## config.mk

```make
export PLATFORM = sky130hd
export DESIGN_NAME = rau_ctrl
export DESIGN_NICKNAME = d
export VERILOG_FILES = /design/src/rtl/rau_pkg.sv /design/src/rtl/rau_ctrl.sv
export SDC_FILE = /design/constraint.sdc
export NUM_CORES = 1
export LEC_CHECK = 0
export BUFFER_PORTS_ARGS = -buffer_cell sky130_fd_sc_hd__buf_4
export CAP_MARGIN = 20
export CORE_AREA = 2 2 39 41
export DETAILED_ROUTE_END_ITERATION = 7
export DIE_AREA = 0 0 41 43
export GPL_TIMING_DRIVEN = 1
export PLACE_DENSITY = 0.75
export SYNTH_ARGS = -nofsm -noshare
export SYNTH_HDL_FRONTEND = slang
export SYNTH_SLANG_ARGS = --single-unit
```

## constraint.sdc

```tcl
create_clock -name clock -period 2.2 [get_ports clock]
set_clock_uncertainty 0.1 [all_clocks]
set_input_delay 0.33 -clock clock [delete_from_list [all_inputs] [get_ports clock]]
set_output_delay 0.33 -clock clock [all_outputs]
set_load 0.01 [all_outputs]
```

## src/rtl/rau_pkg.sv

```systemverilog
`default_nettype none
// ----------------------------------------------------------------------------
// rau_pkg: shared types and constants of the rational arithmetic unit
// Operand and result widths, opcode and status codes, controller states and
// the command/status bundles between controller and datapath.
// ----------------------------------------------------------------------------
package rau_pkg;

   localparam int OPERAND_BITS = 32;
   localparam int IN_W         = 32;
   localparam int OPCODE_W     = 3;
   localparam int NUM_W        = 64;
   localparam int DEN_W        = 62;
   localparam int STATUS_W     = 2;
   localparam int PROD_W       = 2 * OPERAND_BITS;
   localparam int MAG_W        = NUM_W - 1;
   localparam int GK_W         = $clog2(MAG_W);
   localparam int DCNT_W       = $clog2(MAG_W + 1);

   // opcodes; the two unused codes act as reduce
   localparam logic [OPCODE_W-1:0] OP_ADD = 3'd0;
   localparam logic [OPCODE_W-1:0] OP_SUB = 3'd1;
   localparam logic [OPCODE_W-1:0] OP_MUL = 3'd2;
   localparam logic [OPCODE_W-1:0] OP_DIV = 3'd3;
   localparam logic [OPCODE_W-1:0] OP_INV = 3'd4;
   localparam logic [OPCODE_W-1:0] OP_RED = 3'd5;

   // status codes
   localparam logic [STATUS_W-1:0] ST_OK   = 2'd0;
   localparam logic [STATUS_W-1:0] ST_ZDEN = 2'd1;
   localparam logic [STATUS_W-1:0] ST_DIVZ = 2'd2;

   typedef enum logic [3:0] {
      S_IDLE, S_MUL0, S_MUL1, S_MUL2, S_COMB, S_FIX, S_GINIT, S_GCD, S_GEND,
      S_DIVN0, S_DIVN, S_DIVD0, S_DIVD, S_FIN
   } state_type;

   typedef enum logic [1:0] {MSEL_0, MSEL_1, MSEL_2} mul_sel_type;

   typedef struct packed {
      logic        load;
      logic        mul_en;
      mul_sel_type mul_sel;
      logic        comb;
      logic        fix;
      logic        ginit;
      logic        gcd_step;
      logic        gend;
      logic        div_start;
      logic        div_sel_den;
      logic        div_step;
      logic        out_load;
   } cmd_type;

   typedef struct packed {
      logic err;
      logic n_zero;
      logic gcd_done;
      logic div_done;
   } sts_type;

endpackage
`default_nettype wire

```

## src/rtl/rau_ctrl.sv

```systemverilog
`default_nettype none
// ----------------------------------------------------------------------------
// rau_ctrl: sequencer of the rational arithmetic unit
// Steps the datapath through multiply, combine, GCD and divide phases and
// owns both channel handshakes.
// ----------------------------------------------------------------------------
module rau_ctrl (
   input  wire logic              clock,
   input  wire logic              reset,
   input  wire logic              req_valid,
   output logic                   req_ready,
   output logic                   rsp_valid,
   input  wire logic              rsp_ready,
   output rau_pkg::cmd_type       cmd,
   input  wire rau_pkg::sts_type  sts
);
   import rau_pkg::*;

   state_type state_ff, state_in;
   logic      out_valid_ff, out_valid_in;

   // state and output-valid registers
   always_ff @(posedge clock) begin
      if (reset) begin
         state_ff     <= S_IDLE;
         out_valid_ff <= 1'b0;
      end else begin
         state_ff     <= state_in;
         out_valid_ff <= out_valid_in;
      end
   end

   // next state and commands
   always_comb begin
      state_in  = state_ff;
      cmd       = '0;
      cmd.mul_sel = MSEL_0;
      req_ready = 1'b0;
      unique case (state_ff)
         S_IDLE: begin
            req_ready = 1'b1;
            if (req_valid) begin
               cmd.load = 1'b1;
               state_in = S_MUL0;
            end
         end
         S_MUL0: begin
            if (sts.err) begin
               state_in = S_FIN;
            end else begin
               cmd.mul_en  = 1'b1;
               cmd.mul_sel = MSEL_0;
               state_in    = S_MUL1;
            end
         end
         S_MUL1: begin
            cmd.mul_en  = 1'b1;
            cmd.mul_sel = MSEL_1;
            state_in    = S_MUL2;
         end
         S_MUL2: begin
            cmd.mul_en  = 1'b1;
            cmd.mul_sel = MSEL_2;
            state_in    = S_COMB;
         end
         S_COMB: begin
            cmd.comb = 1'b1;
            state_in = S_FIX;
         end
         S_FIX: begin
            cmd.fix  = 1'b1;
            state_in = S_GINIT;
         end
         S_GINIT: begin
            cmd.ginit = 1'b1;
            state_in  = sts.n_zero ? S_FIN : S_GCD;
         end
         S_GCD: begin
            if (sts.gcd_done) begin
               state_in = S_GEND;
            end else begin
               cmd.gcd_step = 1'b1;
            end
         end
         S_GEND: begin
            cmd.gend = 1'b1;
            state_in = S_DIVN0;
         end
         S_DIVN0: begin
            cmd.div_start = 1'b1;
            state_in      = S_DIVN;
         end
         S_DIVN: begin
            if (sts.div_done) begin
               state_in = S_DIVD0;
            end else begin
               cmd.div_step = 1'b1;
            end
         end
         S_DIVD0: begin
            cmd.div_start   = 1'b1;
            cmd.div_sel_den = 1'b1;
            state_in        = S_DIVD;
         end
         S_DIVD: begin
            if (sts.div_done) begin
               state_in = S_FIN;
            end else begin
               cmd.div_step = 1'b1;
            end
         end
         S_FIN: begin
            if (!out_valid_ff || rsp_ready) begin
               cmd.out_load = 1'b1;
               state_in     = S_IDLE;
            end
         end
         default: state_in = S_IDLE;
      endcase
   end

   // hold a result until its beat is taken
   assign out_valid_in = (out_valid_ff && !rsp_ready) || cmd.out_load;
   assign rsp_valid    = out_valid_ff;

endmodule
`default_nettype wire

```

* Word-level counts from Yosys, hierarchy flattened
Cells that the tools add are included.
** Cells by class
- Equal/unequal tests :: 18
- Multiplexer cells :: 25
- Reduce and logical (&&, ||, !) cells :: 9
** Operators by type and width (count)
- $pmux 4 s14 :: 1
- $mux 4 :: 7
- $eq 4x4->1 const B :: 6
- $eq 4x3->1 const B :: 4
- $mux 1 :: 15
- $ne 2x2->1 const B :: 5
- $pmux 3 s3 :: 1
- $eq 4x2->1 const B :: 2
- $reduce_and 5->1 :: 1
- $eq 4x1->1 const B :: 1
- $logic_not 4->1 :: 1
- $reduce_or 2->1 :: 2
- $mux 3 :: 1
- $logic_not 1->1 :: 2
- $logic_or 1x1->1 :: 2
- $logic_and 1x1->1 :: 1
** Word-level totals
- Register bits :: 5
- Input bits :: 8
- Output and inout port bits :: 15
- Word-level logic and storage cells :: 54

* Longest topological paths before layout
- Depth in word-level cells :: 5
- Gate-level depth with buffers :: 6
- Depth with buffers taken out :: 4

* Least setup slack after synthesis
Ideal clock, no wire load.
- Path kind :: register to output
- Start point :: register state_ff[2]
- End point :: output cmd[12] (netlist name)
- Arrival time :: 1.348 ns
- Data required time :: 1.770 ns
- Slack :: 0.422 ns
- Stages on the path, launching flop included :: 5
- Path through :: dfxtp_1 -> buf_4 -> clkbuf_1 -> nor4_1 -> and2_1
** RTL lines
- from (decl) :: RTL line rau_ctrl.sv:19 : state_type state_ff, state_in;
- from (signal assigned) :: RTL line rau_ctrl.sv:28 : state_ff <= state_in;
- to (decl) :: RTL line rau_ctrl.sv:14 : output rau_pkg::cmd_type cmd,

==> qor.txt <==
most used cell, CP = buf_4
clock tree sinks = 5
Pre-Repair DR Iteration Count = 4
layout cells sized above 1 = 0.3158
final instance area = 694.4 um^2
total number of vias = 630
Critical Path RT = 1770 ps
total core area = 1384 um^2
Critical Path Source Type = flop
gpl congestion = 0.8391
initial antenna violation count = 0
Clock Path Buffers = 2
Layout Nets = 104
clock-pin slew on the worst setup and hold paths = 40 ps
total power = 851.5 uW
GRT overflow = 0
drt drc = 0
IO Count = 23
worst-margin pin slew = 531.3 ps
YS warnings = 0
PD cells = 1226 nW/um^2
GRT Resource Usage Total = 0.1637
final wirelength = 1.391 mm
dpl hpwl = 1.072 mm
Netlist cell types = 28
sequential area share after synthesis = 0.2025
Post-CTS Hold Buffers = 0
run status = completed
Seq cells post-synth = 5
syn_nets = 80
mean post-synth cell area = 6.864 um^2
Setup Buffers After CTS = 0
Routed WL per cell = 12.53 um
crit path DAT = 1500 ps
H-tree level count = 1
Crit-path slowest cell = dfxtp_1
number of fill cells = 150
maximum vdd drop = 0.4816 mV
Starting Density = 0.3571
antenna cells = 0
Worst-Skew Late Latency = 240 ps
slew margin rel. = 0.6447
sequence of cells on the critical path = buf_4 -> nand2b_1 -> a211oi_1 -> buf_4
vias in the first global route = 488
root buf cell = clkbuf_4
final antenna-violating net count = 0
first-pass GRT wire length = 1.980 mm
type of the most critical hold path = input pin to flop
Setup TNS = 0 ps
non-filler cells, final = 111
cell family with most CP delay = flip-flops
leakage power = 0.2815 nW
setup slack after placement = 369.3 ps
largest cells by area after synthesis = dfxtp_1 20%, a21oi_1 8.1%, nor3_1 6.1%, o21ai_0 6.1%, nor2_1 5.3%
RSZ-0062 raised after global routing = no
share of the synthesized area in the top cell type = 0.2025
CTS tree = done
fin crit period = 1935 ps
Setup crit end kind = primary output
area grow syn2layout = 40.51%
CP max stage delay = 580 ps
placed inst area = 668.1 um^2
Final setup viols = 0
Synth Instances = 72
vias per inst = 5.676
f_max = 516.9 MHz
DR iter-0 viols = 12
die outline width = 41 um
post-synth top area cell = dfxtp_1
worst setup path category = flop to primary output
row count = 14
Die Ht = 43 um
worst-path fanout max = 15
Syn Std Cell Area = 494.2 um^2
Num CTS Buffers = 3
Max Cap Violations = 0
reg2reg setup slack = 350 ps
Final period util = 0.8793
number of gates resized after cts = 0
Cells after DPL = 107
die footprint = 1763 um^2
smallest hold slack = 196.7 ps
I/O Buffers = 22
largest net degree at the start of global routing = 16
min setup slack post-route = 265.4 ps
Buf/Inv on CP = 2
final hold vios = 0
max-slew violation count = 0
Final Core Density = 0.5018
==> final timing paths <==
| path | start | endpoint | cells past startpoint |
|---|---|---|---|
| worst max-delay path | state_ff[3]$_SDFFE_PP0P_ | cmd[1] | 4 |
| worst max register to register | state_ff[2]$_SDFFE_PP0P_ | state_ff[1]$_SDFFE_PP0P_ | 4 |
| worst min register to register | rsp_valid$_SDFF_PP0_ | rsp_valid$_SDFF_PP0_ | 2 |
| worst min-delay path | reset | rsp_valid$_SDFF_PP0_ | 2 |
==> cells in the final DEF (no fill, tap or decap), types with 2 or more instances in the layout <==
master    count
nand2_1       4
inv_1         2
o21ai_0       6
o31ai_1       2
buf_4        26
nor2b_1       3
nor2_1        7
dfxtp_1       5
nand2b_1      4
nor4bb_1      2
and2_1        2
clkbuf_4      3
a21oi_1       8
nor4_1        2
nor3_1        6
==> per-layer routing <==
layer / vias to the layer above / share of wire / track usage
met5: - / 0 / 0
met1: 292 / 0.44 / 0.1897
li1: 310 / - / -
met2: 26 / 0.48 / 0.2688
met3: 2 / 0.068 / 0.01571
met4: 0 / 0.014 / 0.1000
==> cells by family (layout without fill, tap and decap cells) <==
kind of cell | count (synthesis) | in the layout | synth area share
AND/OR/NAND/NOR | 35 | 35 | 0.4051
AO/OA/AOI/OAI | 23 | 23 | 0.2937
buffers and inverters | 9 | 32 | 0.09872
flip-flops | 5 | 5 | 0.2025
==> Yosys cell counts (all sizes together) <==
cell / number
or3b: 1
buf: 3
clkbuf: 4
or4: 1
o21ai: 6
o221ai: 1
o32ai: 1
a211oi: 1
o31a: 1
nor3: 6
o31ai: 2
inv: 2
nor2: 7
nor3b: 1
nand3b: 1
nand4b: 1
o311ai: 1
o21a: 1
a21oi: 8
nand2: 4
nor4bb: 2
nor4: 2
nor2b: 3
o32a: 1
dfxtp: 5
nand2b: 4
and2: 2
==> area by class of cell <==
| cell class | instances | area [um^2] | share of cell area |
|---|---|---|---|
| repair buffers | 26 | 195.2 | 0.2811 |
| well taps | 16 | 20.02 | 0.02883 |
| inverters | 2 | 7.507 | 0.01081 |
| flip-flops and latches | 5 | 100.1 | 0.1441 |
| multi-input cells | 58 | 345.3 | 0.4973 |
| clock buffers | 4 | 26.28 | 0.03784 |
==> state kept, by name (all words and copies together), names as in the netlist <==
name / cells
state_ff: 4
rsp_valid: 1
==> worst reg2reg max path, delay by kind of cell (launching register included) <==
kind	cells	cell delay, ps
and+or+nand+nor	2	640
DFF	1	530
AOI/OAI and AO/OA	2	500
==> where the power goes <==
part | internal, mW | switching (mW) | total, mW
combinational | 0.269 | 0.259 | 0.528
clock | 0.0687 | 0.0394 | 0.108
sequential | 0.124 | 0.0911 | 0.215
total | 0.462 | 0.390 | 0.852
No activity file was read; power rests on OpenSTA's default activity.
